[config.mk]
export PLATFORM = sky130hd
export DESIGN_NAME = two_button_debounce_with_repeat
export DESIGN_NICKNAME = d
export VERILOG_FILES = /design/src/rtl/tbdr_pkg.sv /design/src/rtl/two_button_debounce_with_repeat.sv
export SDC_FILE = /design/constraint.sdc
export NUM_CORES = 1
export LEC_CHECK = 0
export BUFFER_PORTS_ARGS = -buffer_cell sky130_fd_sc_hd__buf_2
export CAP_MARGIN = 20
export CORE_ASPECT_RATIO = 0.9
export CORE_MARGIN = 5
export CORE_UTILIZATION = 37
export DETAILED_ROUTE_END_ITERATION = 7
export PLACE_DENSITY = 0.61
export REMOVE_ABC_BUFFERS = 1
export SETUP_SLACK_MARGIN = 0.4
export SLEW_MARGIN = 40
export SYNTH_ARGS = -nofsm -noshare
export SYNTH_HDL_FRONTEND = slang
export SYNTH_SLANG_ARGS = --single-unit
[constraint.sdc]
create_clock -name clk -period 8.6 [get_ports clk]
set_clock_uncertainty 0.2 [all_clocks]
set_input_delay 1.72 -clock clk [delete_from_list [all_inputs] [get_ports clk]]
set_output_delay 1.72 -clock clk [all_outputs]
set_load 0.01 [all_outputs]
[src/rtl/tbdr_pkg.sv]
// ---------------------------------------------------------------------------
// tbdr_pkg: shared types and constants for the two-button debouncer
// Phase and button codes, op and register codes, stream payload layouts and
// reset defaults for the configuration registers.
// ---------------------------------------------------------------------------
package tbdr_pkg;

  localparam int TIMER_BITS_DEF = 16;
  localparam int HOLD_BITS_DEF  = 8;

  localparam int DELAY_W = 16;
  localparam int POLLS_W = 8;

  localparam logic [DELAY_W-1:0] BOUNCE_DELAY_RST = 16'd255;
  localparam logic [DELAY_W-1:0] POLL_PERIOD_RST  = 16'd255;
  localparam logic [POLLS_W-1:0] HOLD_POLLS_RST   = 8'd10;

  typedef enum logic [1:0] {
    PH_IDLE       = 2'd0,
    PH_BOUNCE_IN  = 2'd1,
    PH_HELD       = 2'd2,
    PH_BOUNCE_OUT = 2'd3
  } phase_t;

  typedef enum logic [1:0] {
    BTN_NONE  = 2'd0,
    BTN_LEFT  = 2'd1,
    BTN_RIGHT = 2'd2,
    BTN_RSVD  = 2'd3
  } button_t;

  typedef enum logic [1:0] {
    OP_TICK = 2'd0,
    OP_EDGE = 2'd1,
    OP_READ = 2'd2,
    OP_NOP  = 2'd3
  } op_t;

  typedef enum logic [1:0] {
    CFG_BOUNCE_DELAY = 2'd0,
    CFG_POLL_PERIOD  = 2'd1,
    CFG_HOLD_POLLS   = 2'd2,
    CFG_NONE         = 2'd3
  } cfg_reg_t;

  // Input request payload, lowest bit first: edge_left, edge_right,
  // level_left, level_right.
  typedef struct packed {
    logic [3:0] pad;
    logic       level_right;
    logic       level_left;
    logic       edge_right;
    logic       edge_left;
  } in_data_t;

  // Result payload, lowest bits first: button_read, busy_res, repeat_fired.
  typedef struct packed {
    logic [3:0] pad;
    logic       repeat_fired;
    logic       busy_res;
    logic [1:0] button_read;
  } result_t;

endpackage

[src/rtl/two_button_debounce_with_repeat.sv]
// ---------------------------------------------------------------------------
// two_button_debounce_with_repeat
// Debounces a left and a right push button and re-latches a held button
// after a programmable number of polls. One result per input request.
// ---------------------------------------------------------------------------
// Each result is registered. Throughput: one request per cycle while the
// skid entry is empty; all state updates in a single pass of next-state
// logic, with a two-entry output buffer so input keeps flowing while one
// result waits. rst (synchronous) returns to idle, clears both buttons, the
// counters and the output buffer, and loads register defaults.
module two_button_debounce_with_repeat
  import tbdr_pkg::*;
#(
  parameter int TIMER_BITS = TIMER_BITS_DEF,
  parameter int HOLD_BITS  = HOLD_BITS_DEF
) (
  input  logic                clk,
  input  logic                rst,
  input  logic                s_tvalid,
  output logic                s_tready,
  input  logic [7:0]          s_tdata,   // edge_left, edge_right, level_left, level_right
  input  logic [1:0]          s_tuser,   // op
  output logic                m_tvalid,
  input  logic                m_tready,
  output logic [7:0]          m_tdata,   // button_read[1:0], busy_res, repeat_fired
  input  logic                cfg_valid,
  output logic                cfg_ready,
  input  logic [1:0]          cfg_index,
  input  logic [DELAY_W-1:0]  cfg_data
);

  logic [DELAY_W-1:0] bounce_delay;
  logic [DELAY_W-1:0] poll_period;
  logic [POLLS_W-1:0] hold_polls;

  phase_t                phase, phase_next;
  button_t               active_button, active_button_next;
  button_t               latched_button, latched_button_next;
  logic [HOLD_BITS-1:0]  hold_count, hold_count_next;
  logic [TIMER_BITS-1:0] countdown, countdown_next;
  logic [TIMER_BITS-1:0] reload_value, reload_value_next;
  logic                  fired;

  in_data_t  in_d;
  op_t       op;
  logic      in_acc;
  logic      released;
  result_t   res;

  result_t   out_data;
  logic      out_valid;
  result_t   skid_data;
  logic      skid_valid;

  assign in_d      = in_data_t'(s_tdata);
  assign op        = op_t'(s_tuser);
  assign s_tready  = !skid_valid;
  assign in_acc    = s_tvalid && s_tready;
  assign cfg_ready = 1'b1;
  assign m_tvalid  = out_valid;
  assign m_tdata   = out_data;

  // Configuration registers.
  always_ff @(posedge clk) begin
    if (rst) begin
      bounce_delay <= BOUNCE_DELAY_RST;
      poll_period  <= POLL_PERIOD_RST;
      hold_polls   <= HOLD_POLLS_RST;
    end else if (cfg_valid && cfg_ready) begin
      case (cfg_reg_t'(cfg_index))
        CFG_BOUNCE_DELAY: bounce_delay <= cfg_data;
        CFG_POLL_PERIOD:  poll_period  <= cfg_data;
        CFG_HOLD_POLLS:   hold_polls   <= cfg_data[POLLS_W-1:0];
        default: ;
      endcase
    end
  end

  always_comb begin
    case (active_button)
      BTN_LEFT:  released = in_d.level_left;
      BTN_RIGHT: released = in_d.level_right;
      default:   released = 1'b1;
    endcase
  end

  // Next-state logic.
  always_comb begin
    phase_next          = phase;
    active_button_next  = active_button;
    latched_button_next = latched_button;
    hold_count_next     = hold_count;
    countdown_next      = countdown;
    reload_value_next   = reload_value;
    fired               = 1'b0;
    case (op)
      OP_TICK: begin
        if (phase != PH_IDLE) begin
          if (countdown <= TIMER_BITS'(1)) begin
            case (phase)
              PH_BOUNCE_IN: begin
                reload_value_next = TIMER_BITS'(poll_period);
                countdown_next    = TIMER_BITS'(poll_period);
                phase_next        = PH_HELD;
              end
              PH_HELD: begin
                if (released) begin
                  reload_value_next = TIMER_BITS'(bounce_delay);
                  countdown_next    = TIMER_BITS'(bounce_delay);
                  phase_next        = PH_BOUNCE_OUT;
                end else if (hold_count == HOLD_BITS'(hold_polls)) begin
                  // Held long enough: latch the button again.
                  hold_count_next     = '0;
                  latched_button_next = active_button;
                  countdown_next      = reload_value;
                  fired               = 1'b1;
                end else begin
                  hold_count_next = hold_count + HOLD_BITS'(1);
                  countdown_next  = reload_value;
                end
              end
              PH_BOUNCE_OUT: begin
                countdown_next     = '0;
                reload_value_next  = '0;
                phase_next         = PH_IDLE;
                active_button_next = BTN_NONE;
              end
              default: ;
            endcase
          end else begin
            countdown_next = countdown - TIMER_BITS'(1);
          end
        end
      end
      OP_EDGE: begin
        // Only a single-button edge while idle starts a press.
        if (phase == PH_IDLE && (in_d.edge_left ^ in_d.edge_right)) begin
          latched_button_next = in_d.edge_left ? BTN_LEFT : BTN_RIGHT;
          active_button_next  = in_d.edge_left ? BTN_LEFT : BTN_RIGHT;
          hold_count_next     = '0;
          reload_value_next   = TIMER_BITS'(bounce_delay);
          countdown_next      = TIMER_BITS'(bounce_delay);
          phase_next          = PH_BOUNCE_IN;
          fired               = 1'b1;
        end
      end
      OP_READ: begin
        latched_button_next = BTN_NONE;
      end
      default: ;
    endcase
  end

  // Result fields.
  always_comb begin
    res              = '0;
    res.button_read  = (op == OP_READ) ? latched_button : BTN_NONE;
    res.busy_res     = (phase_next != PH_IDLE);
    res.repeat_fired = fired;
  end

  always_ff @(posedge clk) begin
    if (rst) begin
      phase          <= PH_IDLE;
      active_button  <= BTN_NONE;
      latched_button <= BTN_NONE;
      hold_count     <= '0;
      countdown      <= '0;
      reload_value   <= '0;
    end else if (in_acc) begin
      phase          <= phase_next;
      active_button  <= active_button_next;
      latched_button <= latched_button_next;
      hold_count     <= hold_count_next;
      countdown      <= countdown_next;
      reload_value   <= reload_value_next;
    end
  end

  // Output register with a skid entry behind it.
  always_ff @(posedge clk) begin
    if (rst) begin
      out_valid  <= 1'b0;
      skid_valid <= 1'b0;
    end else if (m_tready || !out_valid) begin
      if (skid_valid) begin
        out_valid  <= 1'b1;
        skid_valid <= 1'b0;
      end else begin
        out_valid <= in_acc;
      end
    end else if (in_acc) begin
      skid_valid <= 1'b1;
    end
  end

  always_ff @(posedge clk) begin
    if (m_tready || !out_valid) begin
      if (skid_valid) begin
        out_data <= skid_data;
      end else if (in_acc) begin
        out_data <= res;
      end
    end else if (in_acc) begin
      skid_data <= res;
    end
  end

endmodule

# Word level (Yosys, flattened, before mapping)
# Cells that the tools add are included.
[totals] regBits=96 input_bits=33 wordCells=111
[classes] addsub=2 order_cmp=1 n_eq_ne=19 muxes=46 bitwise_logic=2 reduce_logical=24
[ops] cell="16-bit 2-to-1 mux" count=6
[ops] cell="16-bit one-hot mux with 2 select lines" count=2
[ops] cell="8-bit 2-to-1 mux" count=6
[ops] cell="16-bit one-hot mux with 3 select lines" count=1
[ops] cell="2-bit 2-to-1 mux" count=15
[ops] cell="16-bit by 1-bit <= comparator with 1-bit output (second input constant)" count=1
[ops] cell="8-bit one-hot mux with 2 select lines" count=1
[ops] cell="16-bit by 1-bit subtractor with 16-bit output (second input constant)" count=1
[ops] cell="2-bit one-hot mux with 3 select lines" count=2
[ops] cell="6-bit AND reduction" count=2
[ops] cell="2-bit == test (second input constant)" count=5
[ops] cell="2-bit != test (second input constant)" count=5
[ops] cell="2-bit AND reduction" count=5
[ops] cell="8-bit by 1-bit adder with 8-bit output (second input constant)" count=1
[ops] cell="2-bit by 1-bit == test with 1-bit output (second input constant)" count=4
[ops] cell="8-bit == test" count=1
[ops] cell="4-bit 2-to-1 mux" count=2
[ops] cell="2-bit one-hot mux with 2 select lines" count=2
[ops] cell="8-bit AND reduction" count=1
[ops] cell="2-bit nonzero test" count=4
[ops] cell="1-bit 2-to-1 mux" count=7
[ops] cell="7-bit AND reduction" count=1
[ops] cell="2-bit logical NOT" count=3
[ops] cell="5-bit by 2-bit != test with 1-bit output (second input constant)" count=1
[ops] cell="11 further kinds" count=15

# Logic depth before layout (Yosys ltp)
# Gate-level depths: netlist of the first run.
[depth] ltp_word=10 mapped_depth=10 mapped_depth_nobuf=8

# Least setup slack after synthesis of the first run
# Ideal clock, no wire load.
[synth_path] path_type="input-to-reg" start="in s_tdata[3]" end="reg hold_count[7]" setup_time_ns=0.070 t_arrival_ns=3.578 path_slack_ns=4.752 stages=8 path_cell_list="a221oi_4 and2_1 buf_2 a31oi_1 or2_1 buf_6 or4_1 a21oi_1"
[synth_between] elab_chain_len=3
[synth_lines] item="start: declaration" line="two_button_debounce_with_repeat.sv:21" source="input logic [7:0] s_tdata,"
[synth_lines] item="1-bit one-hot mux with 2 select lines" line="two_button_debounce_with_repeat.sv:80" source="case (active_button)"
[synth_lines] item="2-bit != test (no source line)"
[synth_lines] item="7-bit AND reduction (no source line)"
[synth_lines] item="end signal: assignment" line="two_button_debounce_with_repeat.sv:174" source="hold_count <= hold_count_next;"
[synth_lines] item="end: declaration" line="two_button_debounce_with_repeat.sv:39" source="logic [HOLD_BITS-1:0] hold_count, hold_count_next;"
# No other way between the ends.
# A chain may end at the register's enable or synchronous reset.

# Worst setup path in the final report of the first run
[layout_path] start="in s_tdata[3]" end="reg hold_count[6]"
# The elaborated chain is that of the path after synthesis.

==> metrics.md, run 1 <==
| Metric | Value |
|---|---|
| Clk buf depth | `2` |
| First-pass GRT wire length | `20700 um` |
| Post-synth EDFFs | `8` |
| Pin count of the biggest net entering global routing | `74` |
| Most frequent cells after synthesis | `nand2_1, dfxtp_1, a21oi_1` |
| Row Count | `40` |
| Power Internal | `746 uW` |
| Power per cell area | `192 mW/mm2` |
| Inserted Clock Buffers | `9` |
| Clk pin slew, worst setup/hold paths | `70 ps` |
| Die area | `0.0158 mm2` |
| Vias per Instance | `5.53` |
| Layout cells sized above 1 | `14.0%` |
| Clk sinks | `96` |
| Hold Path Class | `flop to flop` |
| CP Launch Type | `input pin` |
| Total wire length | `12200 um` |
| Initial Util | `37.5%` |
| Post-DP HPWL | `8620 um` |
| Fin Hold WS | `256 ps` |
| Area leader, netlist | `dfxtp_1` |
| Hold Fails Final Rpt | `0` |
| Yosys cell types | `60` |
| Fin nets | `654` |
| Syn avg cell area | `8.38 um2` |
| End point of the worst hold path | `poll_period[10]` |
| Post-Synthesis Cells | `593` |
| H-tree levels | `3` |
| Worst-Skew Late Latency | `360 ps` |
| Worst R2R Setup Slack | `5180 ps` |
| Initial antenna violation count | `0` |
| Max-Cap Viols | `0` |
| Hold Path Stages | `2` |
| Routability cong. | `0.898` |
| Vias in the first global route | `4270` |
| I/O pin cnt | `44` |
| Sw frac | `30.0%` |
| Outcome | `complete, no violations` |
| NetSw | `320 uW` |
| Final setup TNS | `0 ps` |
| Leakage | `2.25 nW` |
| Sequential power share | `45.5%` |
| Warnings from Yosys | `0` |
| Worst r2r dst | `hold_count[6]` |
| Hold bufs inserted after CTS | `0` |
| # setup viols final | `0` |
| WS Path Type | `input pin to flop` |
| Crit end category | `flop` |
| Drt wl/cell | `15.6 um` |
| CTS Root Cell | `clkbuf_16` |
| Via Count | `4325` |
| RR Startpoint | `active_button[0]` |
| Die width | `132 um` |
| Post-cts resize count | `0` |
| Actual transition at the worst max-transition pin | `798 ps` |
| Period utilization | `49.0%` |
| DR iter-0 viols | `323` |
| Post-Syn Area | `0.00497 mm2` |
| Clock share of power | `37.6%` |
| Top FF cell, synth | `dfxtp_1` |
| Yosys reg bits | `96` |
| RSZ-0062 raised after global routing | `no` |
| Async S/R FF share, synth | `0%` |
| Post-CTS Setup Repair Bufs | `0` |
| Core Footprint | `0.0133 mm2` |
| Synth top area cells | `dfxtp_1, nand2_1, a21oi_1, mux2i_1, edfxtp_1` |
| GRT overflow | `0` |
| Logic pwr share | `16.9%` |
| I/O Buffers | `34` |
| Top-count cell post-synth | `nand2_1` |
| Synth top area share | `35.5%` |
| VDD IR max | `128 uV` |
| Fmax | `238 MHz` |
| Antenna-violating nets left | `0` |
| Post-layout min period | `4210 ps` |
| P&R area growth vs syn | `11.6%` |
| DRC violations left | `0` |
| Antenna diode count | `0` |
| Min-delay src | `poll_period[10]` |
| Data required time of the worst path | `8680 ps` |
| Max FO, Critical Path | `11` |
| Pre-Repair DR Iteration Count | `6` |
| Critical Path AT | `4290 ps` |
| Die Ht | `120 um` |
| Max-slew violations | `0` |
| CTS tree | `yes` |
| Total GRT Usage | `15.8%` |
| R2R depth | `8` |
| Seq/Total Area, Yosys | `40.3%` |
| Slew margin rel. | `46.8%` |
## worst max-delay path: stages
cell and delay (ps):
buf_2 110, a221oi_4 600, and2_1 510, a31oi_1 260, or2_1 400, or4_1 540
a21oi_1 140
## cell usage in the layout (no fill, tap or decap), types with 3 or more instances in the layout
master / instances
nor3_1: 6
or3_1: 4
or4_1: 4
inv_1: 13
clkinv_1: 3
or2_2: 3
a2111oi_0: 3
and2_1: 7
xor2_1: 12
mux2i_1: 26
buf_4: 7
conb_1: 5
mux2_2: 11
clkbuf_16: 9
and3_1: 8
a222oi_1: 4
nor2_1: 49
nand4b_1: 5
dfxtp_1: 88
a22oi_1: 8
buf_2: 34
edfxtp_1: 8
xnor2_1: 5
nand2_1: 101
a211oi_1: 7
o211ai_1: 5
nor2b_1: 3
nand3b_1: 6
o21a_1: 3
o21ai_0: 29
ha_1: 12
nand3_1: 20
o221a_2: 5
a21oi_1: 52
nor4_1: 6
## through the flow
| step | area (um2) | cells | total power, mW | utilization (%) | setup WS [ps] |
|---|---|---|---|---|---|
| 6_report | 5540 | 782 | 1.07 | 41.8 | 4390 |
| 5_1_grt | 5540 | 782 | 1.12 | 41.8 | 4240 |
| 4_1_cts | 5540 | 782 | 1.08 | 41.8 | 4410 |
| 3_5_place_dp | 5240 | 766 | 0.674 | 39.5 | 4040 |
| 3_3_place_gp | 5240 | 766 | 0.669 | 39.5 | 4110 |
| 2_1_floorplan | 4800 | 557 | 0.619 | - | 3870 |
## cell type report
class / count / area, um2
clock buffer: 9 / 225
clock inverter: 7 / 73.8
fill: 1318 / 7720
inverter: 16 / 60.1
multi-input combinational: 445 / 2750
sequential: 96 / 2000
tap: 168 / 210
timing repair buffer: 41 / 223
## registers in the layout (all words and copies together) (netlist names)
name,flops
m_tdata,4
poll_period,16
m_tvalid,1
bounce_delay,16
reload_value,16
skid_valid,1
active_button,2
hold_count,8
latched_button,2
skid_data,4
phase,2
countdown,16
hold_polls,8
## cell families (layout without fill, tap and decap cells)
logic type	after synthesis	count (layout)	synth area share (%)
compound gates	139	139	18.4
xor+xnor	17	17	3.00
fa+ha+maj	12	12	3.02
buf+inv	55	73	4.83
flops	96	96	40.3
mux	37	37	7.73
other cells	2	5	0.151
simple gates	235	235	22.6
## how the worst max path moves through the flow
stage               start  slack, ps  cells after the start             to
2_1_floorplan  s_tuser[1]       3870                      7   countdown[1]
3_3_place_gp   s_tdata[3]       4110                      7  hold_count[6]
3_5_place_dp   s_tdata[3]       4040                      7  hold_count[7]
4_1_cts        s_tdata[3]       4410                      7  hold_count[7]
5_1_grt        s_tdata[3]       4240                      7  hold_count[7]
6_report       s_tdata[3]       4390                      7  hold_count[6]
## power by group through the flow
stage / combinational, mW / clock, mW / sequential (mW)
after global placement: 0.175 / 0 / 0.494
after global routing: 0.201 / 0.430 / 0.488
after CTS: 0.180 / 0.413 / 0.485
after detailed placement: 0.179 / 0 / 0.495
final: 0.180 / 0.401 / 0.485
after floorplan: 0.128 / 0 / 0.492
## routing by layer
layer  global-route usage, %  vias to the layer above  part of all wire (%)
met3                    4.95                       16                   6.3
met5                       0                        -                     0
li1                        -                     2148                     -
met4                    4.56                        0                   1.3
met1                    20.1                     2035                    45
met2                    25.9                      126                    47
Note: power is estimated with default switching activity, not from simulation.
==> run 2, diff against run 1 <==
==> constraint.sdc (replaced) <==
create_clock -name clk -period 4 [get_ports clk]
set_clock_uncertainty 0.2 [all_clocks]
set_input_delay 0.8 -clock clk [delete_from_list [all_inputs] [get_ports clk]]
set_output_delay 0.8 -clock clk [all_outputs]
set_load 0.01 [all_outputs]
==> run 2 against run 1 <==
- final cell count grew 0.51%
- highest routed layer unchanged
- wire length rose by 2.8%
- largest power group unchanged
- sequential power rose by 110%
- non-clock buffer count up 4
- worst hold slack better by 0.63 ps
==> metrics.md, run 2 (synthesized netlist as in run 1, its figures left out) <==
| Metric | Value |
|---|---|
| Hold Path Class | `flop to flop` |
| Power Internal | `1.59 mW (+110%)` |
| Cell Count, Final, Fillers Out | `786 (+0.51%)` |
| Die width | `132 um (unchanged)` |
| Fin nets | `658 (+0.61%)` |
| GRT overflow | `0 (unchanged)` |
| Leakage | `2.25 nW (about the same)` |
| Critical Path AT | `3100 ps (-1190 ps)` |
| Number of fill cells in the layout | `1314 (-0.30%)` |
| NetSw | `665 uW (+110%)` |
| CP top delay family | `compound AO/OA/AOI/OAI gates` |
| CP bufs+invs | `1 (unchanged)` |
| Drt wl/cell | `15.9 um (+2.3%)` |
| Placed Instance Area | `0.00527 mm2 (+0.57%)` |
| Total GRT Usage | `16.0% (+0.14 points)` |
| CP Launch Type | `flop` |
| Pre-CTS setup slack | `684 ps (-3360 ps)` |
| Final setup TNS | `0 ps (unchanged)` |
| Fmax | `324 MHz` |
| Crit-path slowest cell | `a221oi_4` |
| Min-delay src | `poll_period[12]` |
| Worst-Skew Late Latency | `350 ps (about the same)` |
| Power per cell area | `407 mW/mm2 (+110%)` |
| Logic pwr share | `17.5% (+0.6 points)` |
| Worst R2R Setup Slack | `910 ps (-4270 ps)` |
| Outcome | `complete, no violations` |
| Vias in the first global route | `4338 (+1.6%)` |
| Max-slew violations | `0 (unchanged)` |
| Initial antenna violation count | `0 (unchanged)` |
| Clock share of power | `36.4% (-1.2 points)` |
| Post-CTS Setup Repair Bufs | `0 (unchanged)` |
| Sw frac | `29.4% (-0.60 points)` |
| RSZ-0062 raised after global routing | `no` |
| Max FO, Critical Path | `10 (-1)` |
| R2R depth | `8 (unchanged)` |
| Post-cts resize count | `0 (unchanged)` |
| Row Count | `40 (unchanged)` |
| First-pass GRT wire length | `21100 um (+2.0%)` |
| PnR worst setup slack | `912 ps (-3480 ps)` |
| Hold Path Stages | `2 (unchanged)` |
| Post-DP HPWL | `8850 um (+2.7%)` |
| Data required time of the worst path | `4010 ps (-4670 ps)` |
| Design Area, Final | `0.00555 mm2 (+0.18%)` |
| Antenna-violating nets left | `0 (unchanged)` |
| Fin Hold WS | `257 ps (+0.634 ps)` |
| # setup viols final | `0 (unchanged)` |
| WS Path Type | `flop to flop` |
| Sequential power share | `46.2% (+0.7 points)` |
| Worst path depth | `8 (+1)` |
| Routability cong. | `0.867 (-3.5%)` |
| Core Footprint | `0.0133 mm2 (unchanged)` |
| Worst r2r dst | `countdown[8]` |
| Slew margin rel. | `53.7% (+6.9 points)` |
| CTS tree | `yes` |
| P&R area growth vs syn | `11.8%` |
| Cell mode on critical path | `o21ai_0` |
| RR Startpoint | `active_button[0]` |
| Crit-path cells | `inv_1, ha_1, a221oi_4, o21ai_0, a222oi_1, o21ai_0, a211oi_1, nor3_1` |
| VDD IR max | `206 uV (+61%)` |
| Actual transition at the worst max-transition pin | `694 ps (-104 ps)` |
| Inserted Clock Buffers | `9 (unchanged)` |
| Most frequent cells in the layout | `nand2_1, dfxtp_1, a21oi_1` |
| Max-Cap Viols | `0 (unchanged)` |
| Via Count | `4325 (unchanged)` |
| # placed instances | `770 (+0.52%)` |
| Die Ht | `120 um (unchanged)` |
| DR iter-0 viols | `257 (-20%)` |
| Clk buf depth | `2 (unchanged)` |
| Pin count of the biggest net entering global routing | `57 (-23%)` |
| H-tree levels | `3 (unchanged)` |
| Total wire length | `12500 um (+2.8%)` |
| Pre-Repair DR Iteration Count | `6 (unchanged)` |
| Initial Util | `37.5% (unchanged)` |
| Crit-path max cell delay | `660 ps (+60 ps)` |
| Layout cells sized above 1 | `14.4% (+0.39 points)` |
| DRC violations left | `0 (unchanged)` |
| Crit end category | `flop` |
| Die area | `0.0158 mm2 (unchanged)` |
| Post-layout min period | `3090 ps` |
| Antenna diode count | `0 (unchanged)` |
| Vias per Instance | `5.50 (-0.51%)` |
| End point of the worst hold path | `poll_period[12]` |
| Period utilization | `77.2%` |
| I/O pin cnt | `44 (unchanged)` |
| Clk sinks | `96 (unchanged)` |
| Hold bufs inserted after CTS | `0 (unchanged)` |
| I/O Buffers | `34 (unchanged)` |
| Hold Fails Final Rpt | `0 (unchanged)` |
| Clk pin slew, worst setup/hold paths | `70 ps (about the same)` |
| Most common cell after layout, fill and taps aside | `nand2_1` |
| CTS Root Cell | `clkbuf_16` |
-- run 2: power by group through the flow --
| stage | logic, mW | registers [mW] | clock network [mW] |
|---|---|---|---|
| floorplan | 0.274 | 1.06 | 0 |
| global placement | 0.381 | 1.06 | 0 |
| detailed placement | 0.390 | 1.06 | 0 |
| CTS | 0.392 | 1.04 | 0.846 |
| global route | 0.438 | 1.05 | 0.887 |
| finish | 0.395 | 1.04 | 0.821 |
-- run 2: tightest hold or removal path: cells and delay by family, from the launching register on --
family | cells | cell delay (ps)
simple gates | 1 | 50
compound gates | 1 | 50
flops | 1 | 310
-- run 2: stage by stage --
step / power (mW) / util (%)
finish: 2.26 / 41.9
floorplan: 1.33 / -
global route: 2.37 / 41.9
CTS: 2.28 / 41.9
global placement: 1.44 / 39.7
detailed placement: 1.45 / 39.7
-- run 2: final cells by class --
class	count	area, um2	area share [%]
clock buffers	9	225	4.06
multi-input cells	445	2750	49.5
repair buffers	45	253	4.55
flip-flops and latches	96	2000	36.1
well taps	168	210	3.79
clock inverters	7	56.3	1.01
inverters	16	60.1	1.08
-- run 2: routing by layer --
metal	track usage [%]	up-vias	share of wire [%]
met4	5.40	0	1.5
met5	0	-	0
li1	-	2150	-
met1	20.0	2061	46
met2	27.6	99	48
met3	3.06	15	4.2
-- run 2: worst max-delay path by stage --
stage / start / to / slack (ps)
global route: active_button[0] / countdown[8] / 690
detailed placement: s_tdata[3] / countdown[8] / 680
global placement: s_tdata[3] / countdown[8] / 730
floorplan: s_tuser[1] / countdown[1] / 190
finish: active_button[0] / countdown[8] / 910
CTS: active_button[0] / countdown[8] / 880
